<file path="config.mk">
export PLATFORM = sky130hd
export DESIGN_NAME = stacked_memory_next_hop_router
export DESIGN_NICKNAME = d
export VERILOG_FILES = /design/src/rtl/smnh_pkg.sv /design/src/rtl/smnh_route.sv /design/src/rtl/stacked_memory_next_hop_router.sv
export SDC_FILE = /design/constraint.sdc
export NUM_CORES = 1
export LEC_CHECK = 0
export BUFFER_PORTS_ARGS = -buffer_cell sky130_fd_sc_hd__buf_2
export CORE_MARGIN = 3
export CORE_UTILIZATION = 40
export CTS_BUF_LIST = sky130_fd_sc_hd__clkbuf_8
export CTS_CLUSTER_DIAMETER = 150
export CTS_CLUSTER_SIZE = 24
export DETAILED_ROUTE_END_ITERATION = 10
export GPL_ROUTABILITY_DRIVEN = 0
export GPL_TIMING_DRIVEN = 0
export SYNTH_ARGS = -nofsm -noshare
export SYNTH_HDL_FRONTEND = slang
export SYNTH_SLANG_ARGS = --single-unit
</file>
<file path="constraint.sdc">
create_clock -name clk_i -period 3.97 [get_ports clk_i]
set_clock_uncertainty 0.1 [all_clocks]
set_input_delay 0.397 -clock clk_i [delete_from_list [all_inputs] [get_ports clk_i]]
set_output_delay 0.397 -clock clk_i [all_outputs]
set_load 0.005 [all_outputs]
</file>
<file path="src/rtl/smnh_pkg.sv">
// shared types and constants of the stacked memory next-hop router
package smnh_pkg;

  localparam int unsigned DEST_W     = 11;
  localparam int unsigned MODE_W     = 2;
  localparam int unsigned LAYER_W    = 3;
  localparam int unsigned BANK_W     = 4;
  localparam int unsigned SUB_W      = 4;
  localparam int unsigned KIND_W     = 3;
  localparam int unsigned CFG_IDX_W  = 2;
  localparam int unsigned CFG_DATA_W = 4;

  typedef enum logic [MODE_W-1:0] {
    TOPO_RING,
    TOPO_SEMI_RING,
    TOPO_CROSSBAR,
    TOPO_IDEAL
  } topo_e;

  typedef enum logic [KIND_W-1:0] {
    HOP_ARRIVED,
    HOP_SUB_UP,
    HOP_SUB_DOWN,
    HOP_NEXT_BANK,
    HOP_LAYER_UP,
    HOP_LAYER_DOWN,
    HOP_JUMP
  } hop_kind_e;

  typedef enum logic [CFG_IDX_W-1:0] {
    CFG_TOPOLOGY_MODE,
    CFG_OWN_LAYER,
    CFG_OWN_BANK,
    CFG_OWN_SUBARRAY
  } cfg_reg_e;

  typedef struct packed {
    topo_e              mode;
    logic [LAYER_W-1:0] own_layer;
    logic [BANK_W-1:0]  own_bank;
    logic [SUB_W-1:0]   own_subarray;
  } cfg_t;

  typedef struct packed {
    hop_kind_e          kind;
    logic [LAYER_W-1:0] next_layer;
    logic [BANK_W-1:0]  next_bank;
    logic [SUB_W-1:0]   next_subarray;
  } hop_t;

endpackage

</file>
<file path="src/rtl/smnh_route.sv">
// next-hop decision: destination decode and per-topology routing
module smnh_route import smnh_pkg::*; #(
  parameter int unsigned SUBARRAYS_PER_BANK = 16,
  parameter int unsigned BANKS_PER_LAYER    = 16,
  parameter int unsigned LAYERS             = 8
) (
  input  cfg_t              cfg_i,
  input  logic [DEST_W-1:0] dest_i,
  output hop_t              hop_o
);

  localparam int unsigned LW = (LAYERS > 1) ? $clog2(LAYERS) : 1;
  localparam int unsigned BW = $clog2(BANKS_PER_LAYER);
  localparam int unsigned SW = $clog2(SUBARRAYS_PER_BANK);

  // reciprocal constants, exact for every DEST_W-bit dividend
  localparam int unsigned MW = DEST_W + 2;
  localparam int unsigned PW = DEST_W + MW;
  localparam int unsigned K1 = DEST_W + $clog2(SUBARRAYS_PER_BANK);
  localparam int unsigned K2 = DEST_W + $clog2(BANKS_PER_LAYER);
  localparam int unsigned M1 = ((32'd1 << K1) / SUBARRAYS_PER_BANK) + 1;
  localparam int unsigned M2 = ((32'd1 << K2) / BANKS_PER_LAYER) + 1;

  localparam logic [DEST_W-1:0] L_MAX = DEST_W'(LAYERS - 1);
  localparam logic [DEST_W-1:0] B_MAX = DEST_W'(BANKS_PER_LAYER - 1);
  localparam logic [DEST_W-1:0] S_MAX = DEST_W'(SUBARRAYS_PER_BANK - 1);
  localparam logic [DEST_W-1:0] B_NUM = DEST_W'(BANKS_PER_LAYER);

  logic [PW-1:0]     prod1, prod2, back1, back2;
  logic [DEST_W-1:0] q1, q2;
  logic [LW-1:0]     dl;
  logic [BW-1:0]     db;
  logic [SW-1:0]     ds;
  logic [DEST_W-1:0] dl_x, db_x, ds_x;
  logic [DEST_W-1:0] ol_x, ob_x, os_x;
  logic [LAYER_W-1:0] ol, ol_up, ol_dn;
  logic [BANK_W-1:0]  ob, nb;
  logic [BANK_W:0]    ob_inc;
  logic [SUB_W-1:0]   os, os_up, os_dn;
  logic same_layer, layer_lt, layer_gt, bank_eq, same_bank;
  logic os_zero, os_top, os_lt_ds, os_gt_ds, arrived;
  hop_t hop;

  // destination decode: subarray, bank and layer digits
  assign prod1 = PW'(dest_i) * PW'(MW'(M1));
  assign q1    = DEST_W'(prod1 >> K1);
  assign back1 = PW'(q1) * PW'(SUBARRAYS_PER_BANK);
  assign ds    = SW'(dest_i - back1[DEST_W-1:0]);

  assign prod2 = PW'(q1) * PW'(MW'(M2));
  assign q2    = DEST_W'(prod2 >> K2);
  assign back2 = PW'(q2) * PW'(BANKS_PER_LAYER);
  assign db    = BW'(q1 - back2[DEST_W-1:0]);
  assign dl    = (q2 > L_MAX) ? LW'(L_MAX) : LW'(q2);

  assign dl_x = DEST_W'(dl);
  assign db_x = DEST_W'(db);
  assign ds_x = DEST_W'(ds);

  // own coordinates clamp to the stack size
  assign ol_x = (DEST_W'(cfg_i.own_layer) > L_MAX) ? L_MAX : DEST_W'(cfg_i.own_layer);
  assign ob_x = (DEST_W'(cfg_i.own_bank) > B_MAX) ? B_MAX : DEST_W'(cfg_i.own_bank);
  assign os_x = (DEST_W'(cfg_i.own_subarray) > S_MAX) ? S_MAX : DEST_W'(cfg_i.own_subarray);
  assign ol   = ol_x[LAYER_W-1:0];
  assign ob   = ob_x[BANK_W-1:0];
  assign os   = os_x[SUB_W-1:0];

  assign ol_up  = ol + LAYER_W'(1);
  assign ol_dn  = ol - LAYER_W'(1);
  assign os_up  = os + SUB_W'(1);
  assign os_dn  = os - SUB_W'(1);
  assign ob_inc = {1'b0, ob} + (BANK_W + 1)'(1);
  assign nb     = (DEST_W'(ob_inc) == B_NUM) ? '0 : ob_inc[BANK_W-1:0];

  assign same_layer = (ol_x == dl_x);
  assign layer_lt   = (ol_x < dl_x);
  assign layer_gt   = (ol_x > dl_x);
  assign bank_eq    = (ob_x == db_x);
  assign same_bank  = same_layer && bank_eq;
  assign os_zero    = (os_x == '0);
  assign os_top     = (os_x == S_MAX);
  assign os_lt_ds   = (os_x < ds_x);
  assign os_gt_ds   = (os_x > ds_x);
  assign arrived    = same_bank && (os_x == ds_x);

  always_comb begin
    hop = '{kind: HOP_ARRIVED, next_layer: ol, next_bank: ob, next_subarray: os};
    if (!arrived) begin
      case (cfg_i.mode)
        TOPO_RING: begin
          if (os_zero && !same_layer) begin
            if (layer_lt) begin
              hop = '{kind: HOP_LAYER_UP, next_layer: ol_up, next_bank: ob, next_subarray: '0};
            end else begin
              hop = '{kind: HOP_LAYER_DOWN, next_layer: ol_dn, next_bank: ob, next_subarray: '0};
            end
          end else if (!ob[0]) begin
            // even bank climbs, then crosses at the top subarray
            if (!os_top) begin
              hop = '{kind: HOP_SUB_UP, next_layer: ol, next_bank: ob, next_subarray: os_up};
            end else begin
              hop = '{kind: HOP_NEXT_BANK, next_layer: ol, next_bank: nb,
                      next_subarray: S_MAX[SUB_W-1:0]};
            end
          end else if (!os_zero) begin
            hop = '{kind: HOP_SUB_DOWN, next_layer: ol, next_bank: ob, next_subarray: os_dn};
          end else begin
            hop = '{kind: HOP_NEXT_BANK, next_layer: ol, next_bank: nb, next_subarray: '0};
          end
        end
        TOPO_SEMI_RING: begin
          if (os_zero && !bank_eq) begin
            hop = '{kind: HOP_NEXT_BANK, next_layer: ol, next_bank: nb, next_subarray: '0};
          end else if (os_zero && layer_lt) begin
            hop = '{kind: HOP_LAYER_UP, next_layer: ol_up, next_bank: ob, next_subarray: '0};
          end else if (os_zero && layer_gt) begin
            hop = '{kind: HOP_LAYER_DOWN, next_layer: ol_dn, next_bank: ob, next_subarray: '0};
          end else if (same_bank && os_lt_ds) begin
            hop = '{kind: HOP_SUB_UP, next_layer: ol, next_bank: ob, next_subarray: os_up};
          end else begin
            hop = '{kind: HOP_SUB_DOWN, next_layer: ol, next_bank: ob, next_subarray: os_dn};
          end
        end
        TOPO_CROSSBAR: begin
          if (same_bank) begin
            if (os_gt_ds) begin
              hop = '{kind: HOP_SUB_DOWN, next_layer: ol, next_bank: ob, next_subarray: os_dn};
            end else begin
              hop = '{kind: HOP_SUB_UP, next_layer: ol, next_bank: ob, next_subarray: os_up};
            end
          end else if (!os_zero) begin
            hop = '{kind: HOP_SUB_DOWN, next_layer: ol, next_bank: ob, next_subarray: os_dn};
          end else if (!bank_eq) begin
            // wrong bank: sink to layer 0, where the crossbar spans all banks
            if (ol_x == '0) begin
              hop = '{kind: HOP_JUMP, next_layer: '0, next_bank: db_x[BANK_W-1:0],
                      next_subarray: '0};
            end else begin
              hop = '{kind: HOP_LAYER_DOWN, next_layer: ol_dn, next_bank: ob, next_subarray: '0};
            end
          end else if (layer_lt) begin
            hop = '{kind: HOP_LAYER_UP, next_layer: ol_up, next_bank: ob, next_subarray: '0};
          end else begin
            hop = '{kind: HOP_LAYER_DOWN, next_layer: ol_dn, next_bank: ob, next_subarray: '0};
          end
        end
        TOPO_IDEAL: begin
          hop = '{kind: HOP_JUMP, next_layer: dl_x[LAYER_W-1:0],
                  next_bank: db_x[BANK_W-1:0], next_subarray: ds_x[SUB_W-1:0]};
        end
        default: begin
          hop = '{kind: HOP_JUMP, next_layer: dl_x[LAYER_W-1:0],
                  next_bank: db_x[BANK_W-1:0], next_subarray: ds_x[SUB_W-1:0]};
        end
      endcase
    end
  end

  assign hop_o = hop;

endmodule

</file>
<file path="src/rtl/stacked_memory_next_hop_router.sv">
// Next-hop router of one stacked memory node. Each destination index taken on the
// input channel yields exactly one result: the hop kind and the layer, bank and
// subarray of the neighbor to move to, or an arrived flag with the node's own
// coordinates. The block takes one transaction per cycle unless a held result backs
// up the input; each passes through the input register, then the routing logic into
// the result register. While a result waits, the input register may take one more.
// Topology mode and own coordinates are set through the configuration port, which
// is always ready; write it only while no transaction is in flight.
module stacked_memory_next_hop_router import smnh_pkg::*; #(
  parameter int unsigned SUBARRAYS_PER_BANK = 16,
  parameter int unsigned BANKS_PER_LAYER    = 16,
  parameter int unsigned LAYERS             = 8
) (
  input  logic                  clk_i,
  input  logic                  rst_ni,
  input  logic                  in_valid_i,
  output logic                  in_stall_o,
  input  logic [DEST_W-1:0]     dest_index_i,
  output logic                  out_valid_o,
  input  logic                  out_stall_i,
  output logic [KIND_W-1:0]     hop_kind_o,
  output logic [LAYER_W-1:0]    next_layer_o,
  output logic [BANK_W-1:0]     next_bank_o,
  output logic [SUB_W-1:0]      next_subarray_o,
  input  logic                  cfg_valid_i,
  output logic                  cfg_ready_o,
  input  logic [CFG_IDX_W-1:0]  cfg_index_i,
  input  logic [CFG_DATA_W-1:0] cfg_data_i
);

  cfg_t              cfg_q;
  logic              in_valid_q, out_valid_q;
  logic [DEST_W-1:0] dest_q;
  hop_t              hop_d, hop_q;
  logic              s1_ready, s2_ready;

  assign cfg_ready_o = 1'b1;

  always_ff @(posedge clk_i or negedge rst_ni) begin
    if (!rst_ni) begin
      cfg_q <= '{mode: TOPO_RING, own_layer: '0, own_bank: '0, own_subarray: '0};
    end else if (cfg_valid_i && cfg_ready_o) begin
      case (cfg_reg_e'(cfg_index_i))
        CFG_TOPOLOGY_MODE: cfg_q.mode         <= topo_e'(cfg_data_i[MODE_W-1:0]);
        CFG_OWN_LAYER:     cfg_q.own_layer    <= cfg_data_i[LAYER_W-1:0];
        CFG_OWN_BANK:      cfg_q.own_bank     <= cfg_data_i[BANK_W-1:0];
        CFG_OWN_SUBARRAY:  cfg_q.own_subarray <= cfg_data_i[SUB_W-1:0];
        default: ;
      endcase
    end
  end

  // two-stage pipeline, each stage moves when the one after it has room
  assign s2_ready   = !out_valid_q || !out_stall_i;
  assign s1_ready   = !in_valid_q || s2_ready;
  assign in_stall_o = !s1_ready;

  always_ff @(posedge clk_i or negedge rst_ni) begin
    if (!rst_ni) begin
      in_valid_q  <= 1'b0;
      out_valid_q <= 1'b0;
    end else begin
      if (s1_ready) begin
        in_valid_q <= in_valid_i;
      end
      if (s2_ready) begin
        out_valid_q <= in_valid_q;
      end
    end
  end

  always_ff @(posedge clk_i) begin
    if (s1_ready && in_valid_i) begin
      dest_q <= dest_index_i;
    end
    if (s2_ready && in_valid_q) begin
      hop_q <= hop_d;
    end
  end

  smnh_route #(
    .SUBARRAYS_PER_BANK(SUBARRAYS_PER_BANK),
    .BANKS_PER_LAYER   (BANKS_PER_LAYER),
    .LAYERS            (LAYERS)
  ) u_route (
    .cfg_i  (cfg_q),
    .dest_i (dest_q),
    .hop_o  (hop_d)
  );

  assign out_valid_o     = out_valid_q;
  assign hop_kind_o      = hop_q.kind;
  assign next_layer_o    = hop_q.next_layer;
  assign next_bank_o     = hop_q.next_bank;
  assign next_subarray_o = hop_q.next_subarray;

endmodule

</file>
==> metrics.md, run 1 <==
| Metric | Value |
|---|---|
| Top-count cell post-synth | `edfxtp_1` |
| Number of flops mapped to enable cells by yosys | `25` |
| Status | `completed` |
| First-pass GRT wire length | `12.36 mm` |
| Synth area leaders | `edfxtp_1 26%, dfrtp_1 13%, mux2_2 5.9%, ha_1 5.6%, a21oi_1 3.1%` |
| Num rows | `30` |
| Asr flop ratio synth | `37.50%` |
| Vias | `2519` |
| Worst setup path class | `reg -> reg` |
| Fin nets | `372` |
| Max Cap Violations | `0` |
| Overall power | `1.579 mW` |
| Post-Syn Instances | `291` |
| Fill cell count | `660` |
| Unrepaired setup endpoints after global routing | `no` |
| Leakage | `1.361 nW` |
| Vias/cell | `5.804` |
| Synth Cell Area | `2879 um2` |
| Clock-pin slew on the worst setup and hold paths | `0.09 ns` |
| #FFs+latches synth | `40` |
| Initial DRT Pass Iterations | `5` |
| Final hold viol count | `0` |
| Minimum clock period | `3.152 ns` |
| Ports | `39` |
| Clock sink count | `40` |
| Area delta synth->final | `15.21%` |
| Clock Power Share | `22.5%` |
| Worst vdd ir | `0.2094 mV` |
| Worst relative slew slack | `52.52%` |
| Initial core utilization | `41.91%` |
| CTS tree | `yes` |
| Grt total ovfl | `0` |
| Synth top area share | `26.08%` |
| Clk root buf | `clkbuf_8` |
| PD cells | `476.1 nW/um2` |
| DIE AREA | `8252 um2` |
| Top post-synthesis cells by count | `25 x edfxtp_1, 18 x a21oi_1, 17 x inv_1, 17 x nor2_1` |
| Final setup vio count | `0` |
| Internal | `0.9838 mW` |
| Yosys warning total | `0` |
| Initial antenna violation count | `0` |
| Slew @ Worst Pin | `0.7091 ns` |
| Critical path required time | `3.90 ns` |
| Resized cells post-CTS | `0` |
| Synthesized Nets | `326` |
| Hold Path Class | `in -> reg` |
| Iter 0 DRT Violations | `300` |
| Pins Over Slew Limit | `0` |
| Detailed Route WL | `7.550 mm` |
| Post-route ant nets | `0` |
| Die extent in y | `90.84 um` |
| Gr usage total | `18.89%` |
| Core box area | `6869 um2` |
| Final HPWL DP | `5.687 mm` |
| Startpoint Class | `flop` |
| Area leader, netlist | `edfxtp_1` |
| Synth Flop Type | `edfxtp_1` |
| Crit. End Element | `flop` |
| Vias in the first global route | `2333` |
| Sequential share of power | `37.3%` |
| Largest net degree at the start of global routing | `16` |
| Setup TNS | `0 ns` |
| # diodes | `0` |
| Arr. time, crit path | `3.08 ns` |
| Port-buffer cells | `37` |
| R2r setup slk | `0.82 ns` |
| Post-synth cell types | `70` |
| Clk_lat worst skew | `0.31 ns` |
| Fmax | `317.3 MHz` |
| Post-route DRC | `0` |
| Layout cells sized above 1 | `25.15%` |
| Crit path max fanout | `10` |
| H-tree depth | `2` |
| Fin crit share | `79.39%` |
| Mean routed wirelength per cell | `17.40 um` |
| Seq/Total Area, Yosys | `39.11%` |
| Sw Pwr | `0.5955 mW` |
| Sw Share | `37.70%` |
| Total CTS buffers | `5` |
| Final hold slack | `0.1587 ns` |
| Comb power frac | `40.2%` |
| Width of the die | `90.84 um` |
| Syn avg cell area | `9.894 um2` |
| CTS Buffer Depth | `2` |
-- logic make-up after synthesis --
family | count (synthesis) | share of synthesized area (%)
buffers and inverters | 29 | 4.215
AOI/OAI and AO/OA | 86 | 20.56
other | 1 | 0.1303
adders and majority gates | 13 | 5.650
muxes | 22 | 8.735
DFF | 40 | 39.11
xor gates and xnor gates | 7 | 3.173
and+or+nand+nor | 93 | 18.43
-- per-stage QoR --
stage	utilization, %	area [um2]	setup slack [ns]	cells
5_1_grt	48.29	3317	0.6088	434
3_3_place_gp	46.36	3184	0.9503	424
4_1_cts	48.29	3317	0.9116	434
3_5_place_dp	46.47	3192	0.9345	425
2_1_floorplan	-	2879	1.413	291
6_report	48.29	3317	0.8181	434
-- metal layers --
layer / up-vias / global-route usage (%) / routed length, um
li1: 1204 / - / -
met1: 1181 / 26.24 / 3466
met2: 112 / 29.28 / 3434
met3: 22 / 3.333 / 450
met4: 0 / 7.286 / 198
met5: - / 0 / 0
-- power by group through the flow --
stage / Clock [mW] / Combinational, mW / Sequential (mW)
CTS: 0.362 / 0.627 / 0.588
global route: 0.376 / 0.705 / 0.600
floorplan: 0 / 0.453 / 0.584
finish: 0.355 / 0.635 / 0.589
global placement: 0 / 0.607 / 0.597
detailed placement: 0 / 0.620 / 0.598
-- area by class of cell --
cell class,instances,area [um2],share of cell area (%)
plain buffers,12,57.56,1.735
clock buffers,5,68.82,2.075
clock inverters,3,46.29,1.396
inverters,17,63.81,1.924
multi-input cells,222,1632,49.19
flip-flops and latches,40,1126,33.95
well taps,96,120.1,3.621
repair buffers,39,202.7,6.111
-- repair_timing --
action | 4_1_cts | 5_1_grt
hold buffers | 1 | 0
setup buffers | 0 | 0
hold endpoints to repair | 15 | 0
-- layout by cell type, fill, tap and decap left out, drive strengths merged, types with 7 or more instances in the layout --
master | netlist | final
buf | 4 | 42
edfxtp | 25 | 25
nor2 | 19 | 19
a21oi | 18 | 18
inv | 17 | 18
o21ai | 18 | 18
nand2 | 17 | 17
nand3 | 16 | 16
mux2 | 15 | 15
dfrtp | 15 | 15
ha | 13 | 13
clkbuf | 8 | 13
nor2b | 7 | 7
-- flip-flops by register name, summed over array words and instances, names as in the netlist --
signal,flops
cfg_q,13
dest_q,11
next_bank_o,4
next_subarray_o,4
hop_kind_o,3
next_layer_o,3
in_valid_q,1
out_valid_o,1
-- worst max-delay path, stage by stage, from the launching register on --
cell and delay [ns]:
dfrtp_1 0.48, inv_1 0.21, ha_1 0.35, nor3b_2 0.66
o21ai_0 0.25, o21ai_0 0.32, nand3_1 0.16, o21ai_0 0.20
o211ai_1 0.14
-- path summary, 6_finish.rpt --
check,startpoint,end,cells past startpoint
min in group asynchronous,rst_ni,cfg_q[11],2
min,dest_index_i[7],dest_q[7],1
min reg2reg,in_valid_q,out_valid_o,1
max,cfg_q[0],next_layer_o[2],8
max in group asynchronous,rst_ni,cfg_q[2],2
max reg2reg,cfg_q[0],next_layer_o[2],8
Note: power is estimated with default switching activity, not from simulation.
==> run 2, diff against run 1 <==
Settings changed: ABC_AREA from default to 1.
Clock period 3.97 ns to 3.1 ns, I/O delays scaled along.
==> metrics.md, run 2 <==
| Metric | Value |
|---|---|
| Pre-CTS setup slack | `0.7010 ns` |
| Crit path capture | `next_bank_o[3]` |
| Post-synth cell types | `35` |
| Fill cell count | `768` |
| Slew @ Worst Pin | `0.7825 ns` |
| Global Route met3 Usage | `2.735%` |
| Vias in the first global route | `2550` |
| Top post-synthesis cells by count | `133 x nand2_1, 58 x inv_1, 39 x nand3_1` |
| Clk root buf | `clkbuf_8` |
| #FFs+latches synth | `40` |
| Clk_lat worst skew | `0.30 ns` |
| Layout cells sized above 1 | `16.74%` |
| Crit. End Element | `flop` |
| Ports | `39` |
| CP max stage cell | `dfrtp_1` |
| First-pass GRT wire length | `12.25 mm` |
| Area leader, netlist | `edfxtp_1` |
| Iter 0 DRT Violations | `189` |
| Critical path required time | `3.05 ns` |
| Reg-to-Reg End | `next_bank_o[3]` |
| Startpoint Class | `flop` |
| Synthesized Nets | `461` |
| Setup Buffers After CTS | `0` |
| Crit path max fanout | `10` |
| Total CTS buffers | `5` |
| Detailed Route WL | `7.539 mm` |
| Mean routed wirelength per cell | `13.20 um` |
| DIE AREA | `8653 um2` |
| Max Cap Violations | `0` |
| Worst setup path class | `reg -> reg` |
| Setup TNS | `0 ns` |
| Post-Syn Instances | `426` |
| Seq/Total Area, Yosys | `37.17%` |
| Largest net degree at the start of global routing | `16` |
| Commonest non-fill, non-tap cell in the layout | `nand2_1` |
| Yosys warning total | `0` |
| Area delta synth->final | `15.04%` |
| Worst vdd ir | `0.2447 mV` |
| Number of flops mapped to enable cells by yosys | `25` |
| Grt total ovfl | `0` |
| CTS Buffer Depth | `2` |
| Synth area leaders | `edfxtp_1 25%, nand2_1 16%, dfrtp_1 12%, inv_1 7.2%, nand3_1 6.4%` |
| Cell Chain, Critical Path | `ha_1 -> nand3_1 -> inv_1 -> nand3_4 -> nor2_8 -> inv_4 -> buf_6 -> o21ai_1 -> inv_1` |
| Vias | `2830` |
| Initial antenna violation count | `0` |
| Worst path most repeated cell | `inv_1` |
| Vias/cell | `4.956` |
| Fmax | `406.1 MHz` |
| Core box area | `7292 um2` |
| GR peak layer | `met2` |
| Post-route ant nets | `0` |
| Hold_sp | `dest_index_i[5]` |
| GR Layer Usage met1 | `25.52%` |
| Final setup vio count | `0` |
| FF-to-FF Start | `cfg_q[9]` |
| Width of the die | `93.02 um` |
| H-tree depth | `2` |
| Leakage | `1.808 nW` |
| Port-buffer cells | `37` |
| Initial core utilization | `41.54%` |
| Clock-pin slew on the worst setup and hold paths | `0.08 ns` |
| Fin nets | `506` |
| Initial DRT Pass Iterations | `5` |
| Hold Path Class | `in -> reg` |
| Post-route DRC | `0` |
| FF-to-FF path depth | `9` |
| # diodes | `0` |
| Resized cells post-CTS | `0` |
| Final hold slack | `0.08013 ns` |
| R2r setup slk | `0.64 ns` |
| Fin crit share | `79.42%` |
| Worst setup path start | `cfg_q[9]` |
| Top-count cell post-synth | `nand2_1` |
| Clock sink count | `40` |
| Final HPWL DP | `5.870 mm` |
| Synth Flop Type | `edfxtp_1` |
| Minimum clock period | `2.462 ns` |
| Synth top area share | `24.78%` |
| Largest register by flop count | `cfg_q` |
| Die extent in y | `93.02 um` |
| Num rows | `31` |
| CTS tree | `yes` |
| PD cells | `591.4 nW/um2` |
| Synth Cell Area | `3029 um2` |
| Slowest stage delay, CP | `0.49 ns` |
| Unrepaired setup endpoints after global routing | `no` |
| Arr. time, crit path | `2.41 ns` |
| Max reg flops | `13` |
| Asr flop ratio synth | `37.50%` |
| Gr usage total | `17.85%` |
| Largest registers | `cfg_q: 13 flops, dest_q: 11 flops` |
| Most frequent cells in the layout | `133 x nand2_1, 59 x inv_1, 40 x buf_2` |
| Worst relative slew slack | `47.83%` |
| Syn avg cell area | `7.111 um2` |
| Global routing usage on met2 | `28.37%` |
| Final hold viol count | `0` |
| Setup ws final | `0.6378 ns` |
| Pins Over Slew Limit | `0` |
| Status | `completed` |
-- run 2: cell count changes after synthesis, moves of 8 or more --
cell	previous run	this run
o21ai_0	16	31
inv_1	17	58
nand2_1	16	133
mux2_2	15	0
a21oi_1	18	10
nand3_1	15	39
nor2_1	17	31
-- run 2: worst max-delay path, delay by kind of cell (launching register included) --
kind / cells / cell delay [ns]
DFF: 1 / 0.49
AOI/OAI and AO/OA: 1 / 0.17
buffers and inverters: 4 / 0.52
adders and majority gates: 1 / 0.37
and+or+nand+nor: 3 / 0.56
-- run 2: area by class of cell --
class	instances	area (um2)	area share, %
Multi-Input combinational cell	310	1592	45.67
Sequential cell	40	1126	32.32
Inverter	66	250.2	7.181
Timing Repair Buffer	38	195.2	5.601
Tap cell	99	123.9	3.555
Clock buffer	5	68.82	1.975
Buffer	10	65.06	1.867
Clock inverter	3	63.81	1.831
-- run 2: worst min-delay path by stage --
stage,to,depth (start not counted),slack (ns)
6_report,dest_q[5],1,0.08
5_1_grt,dest_q[0],1,0.07
4_1_cts,dest_q[5],1,0.07
3_5_place_dp,in_valid_q,1,0.14
3_3_place_gp,in_valid_q,1,0.13
2_1_floorplan,cfg_q[0],0,-0.09
-- run 2: logic make-up (layout without fill, tap and decap cells) --
group | count (synthesis) | after routing | share of synthesized area [%]
XOR/XNOR | 6 | 6 | 1.735
buffers and inverters | 76 | 122 | 10.41
AND/OR/NAND/NOR | 232 | 232 | 34.70
AO/OA/AOI/OAI | 58 | 58 | 10.49
other | 1 | 1 | 0.1238
flip-flops | 40 | 40 | 37.17
adder cells (fa/ha/maj) | 13 | 13 | 5.370
-- run 2: what timing repair did --
| item | CTS | global route |
|---|---|---|
| hold endpoints to repair | 15 | 0 |
| endpoints found under the setup margin | 0 | 0 |
| hold buffers | 1 | 0 |
-- run 2: where the power goes --
part / internal (mW) / switching, mW
clock network: 0.319 / 0.195
registers: 0.675 / 0.0525
logic: 0.283 / 0.537
-- run 2: layer usage --
layer | vias up | wire (um) | part of all wire [%]
li1 | 1468 | - | -
met1 | 1254 | 3582 | 48
met2 | 98 | 3407 | 45
met3 | 10 | 441 | 5.8
met4 | 0 | 108 | 1.4
met5 | - | 0 | 0
-- run 2: metrics by stage --
stage	area, um2	utilization [%]	power, mW	instances
2_1_floorplan	3029	-	1.326	426
5_1_grt	3485	47.79	2.217	571
3_5_place_dp	3338	45.78	1.547	562
3_3_place_gp	3338	45.78	1.539	562
6_report	3485	47.79	2.061	571
4_1_cts	3481	47.74	2.071	571
==> run 3, diff against run 2 <==
Clock period 3.1 ns to 2.55 ns, I/O delays scaled along.
==> metrics.md, run 3 (synthesized netlist as in run 2, its figures left out) <==
| Metric | Value |
|---|---|
| DP Cell Count | `562` |
| Final hold viol count | `0` |
| Grt total ovfl | `0` |
| Max reg flops | `13` |
| Clk_lat worst skew | `0.30 ns` |
| Slew @ Worst Pin | `0.7813 ns` |
| Clk root buf | `clkbuf_8` |
| Setup TNS | `0 ns` |
| Leakage | `1.806 nW` |
| Hold Path Class | `in -> reg` |
| Worst relative slew slack | `47.91%` |
| Crit path max fanout | `10` |
| Critical path's top delay family | `buffers and inverters` |
| Post-route ant nets | `0` |
| Crit. End Element | `flop` |
| Post-route non-filler standard cell count | `571` |
| Num rows | `31` |
| Most frequent cells in the layout | `133 x nand2_1, 58 x inv_1, 40 x buf_2` |
| PD cells | `718.5 nW/um2` |
| Mean routed wirelength per cell | `13.19 um` |
| Vias/cell | `4.912` |
| Initial DRT Pass Iterations | `5` |
| Crit path buf inv count | `5` |
| Initial core utilization | `41.54%` |
| Iter 0 DRT Violations | `188` |
| Largest register by flop count | `cfg_q` |
| Core box area | `7292 um2` |
| First-pass GRT wire length | `12.25 mm` |
| Final setup vio count | `0` |
| Clock-pin slew on the worst setup and hold paths | `0.08 ns` |
| Vias | `2805` |
| Post-route DRC | `0` |
| Slowest stage delay, CP | `0.40 ns` |
| Worst vdd ir | `0.2971 mV` |
| # diodes | `0` |
| Critical path required time | `2.50 ns` |
| Commonest non-fill, non-tap cell in the layout | `nand2_1` |
| Ports | `39` |
| CTS Buffer Depth | `2` |
| Gr usage total | `17.85%` |
| CP max stage cell | `dfrtp_1` |
| Minimum clock period | `2.351 ns` |
| Total CTS buffers | `5` |
| Fmax | `425.3 MHz` |
| Die extent in y | `93.02 um` |
| Width of the die | `93.02 um` |
| Clock sink count | `40` |
| Unrepaired setup endpoints after global routing | `no` |
| Pins Over Slew Limit | `0` |
| Fill cell count | `765` |
| DIE AREA | `8653 um2` |
| CTS tree | `yes` |
| Arr. time, crit path | `2.30 ns` |
| Setup Buffers After CTS | `0` |
| Worst path most repeated cell | `inv_1` |
| Layout cells sized above 1 | `17.37%` |
| Largest net degree at the start of global routing | `16` |
| Status | `completed` |
| Vias in the first global route | `2550` |
| Startpoint Class | `flop` |
| Area delta synth->final | `15.24%` |
| Fin crit share | `92.20%` |
| Worst setup path class | `reg -> reg` |
| Cell Chain, Critical Path | `inv_1 -> ha_1 -> nand3_2 -> inv_2 -> nand3_4 -> nor2_8 -> inv_4 -> buf_6 -> o21ai_1 -> inv_1` |
| Initial antenna violation count | `0` |
| Fin nets | `506` |
| Final HPWL DP | `5.870 mm` |
| Port-buffer cells | `37` |
| H-tree depth | `2` |
| Largest registers | `cfg_q: 13 flops, dest_q: 11 flops` |
| Detailed Route WL | `7.534 mm` |
| Max Cap Violations | `0` |
[run 3: cell counts in the layout (fill, tap and decap cells not counted)]
No cell type changed its count.
[run 3: per-stage QoR]
step | area, um2 | setup WS [ns] | utilization (%) | hold WS [ns] | power, mW
after floorplan | 3029 | 0.5721 | - | -0.1406 | 1.612
after global placement | 3338 | 0.1214 | 45.78 | 0.07797 | 1.871
after detailed placement | 3338 | 0.1510 | 45.78 | 0.08348 | 1.880
after CTS | 3481 | 0.1298 | 47.74 | 0.01445 | 2.518
after global routing | 3491 | 0.04012 | 47.87 | 0.01791 | 2.700
final | 3491 | 0.1989 | 47.87 | 0.02531 | 2.508
[run 3: path summary, 6_finish.rpt]
path	from	end	slack, ns	cells past startpoint
max	cfg_q[8]	next_bank_o[3]	0.20	10
max in group asynchronous	rst_ni	cfg_q[9]	1.80	2
max reg2reg	cfg_q[8]	next_bank_o[3]	0.20	10
min in group asynchronous	rst_ni	cfg_q[6]	0.28	2
min	dest_index_i[5]	dest_q[5]	0.03	1
min reg2reg	in_valid_q	out_valid_o	0.37	2
[run 3: power by group]
group          internal, mW  switching, mW  leakage [nW]
clock                 0.388          0.238        0.0695
sequential            0.821         0.0640         0.425
combinational         0.345          0.652          1.31
total                  1.55          0.954          1.81
[run 3: timing repair]
item                                    in CTS  in global routing
endpoints found under the hold margin       15                  0
hold buffers                                 1                  0
gates resized for setup                      0                  3
endpoints found under the setup margin       0                  1
[run 3: layout make-up]
type	instances	area, um2	area share (%)
inverters	66	250.2	7.168
multi-input cells	310	1597	45.73
plain buffers	10	65.06	1.864
flip-flops and latches	40	1127	32.29
well taps	99	123.9	3.548
repair buffers	38	195.2	5.591
clock buffers	5	68.82	1.971
clock inverters	3	63.81	1.828
[run 3: metal layers]
layer	global-route usage (%)	vias up	wire length, um
met5	0	-	0
met4	4.396	0	95
met3	2.735	8	392
met2	28.37	87	3391
met1	25.52	1240	3654
li1	-	1470	-
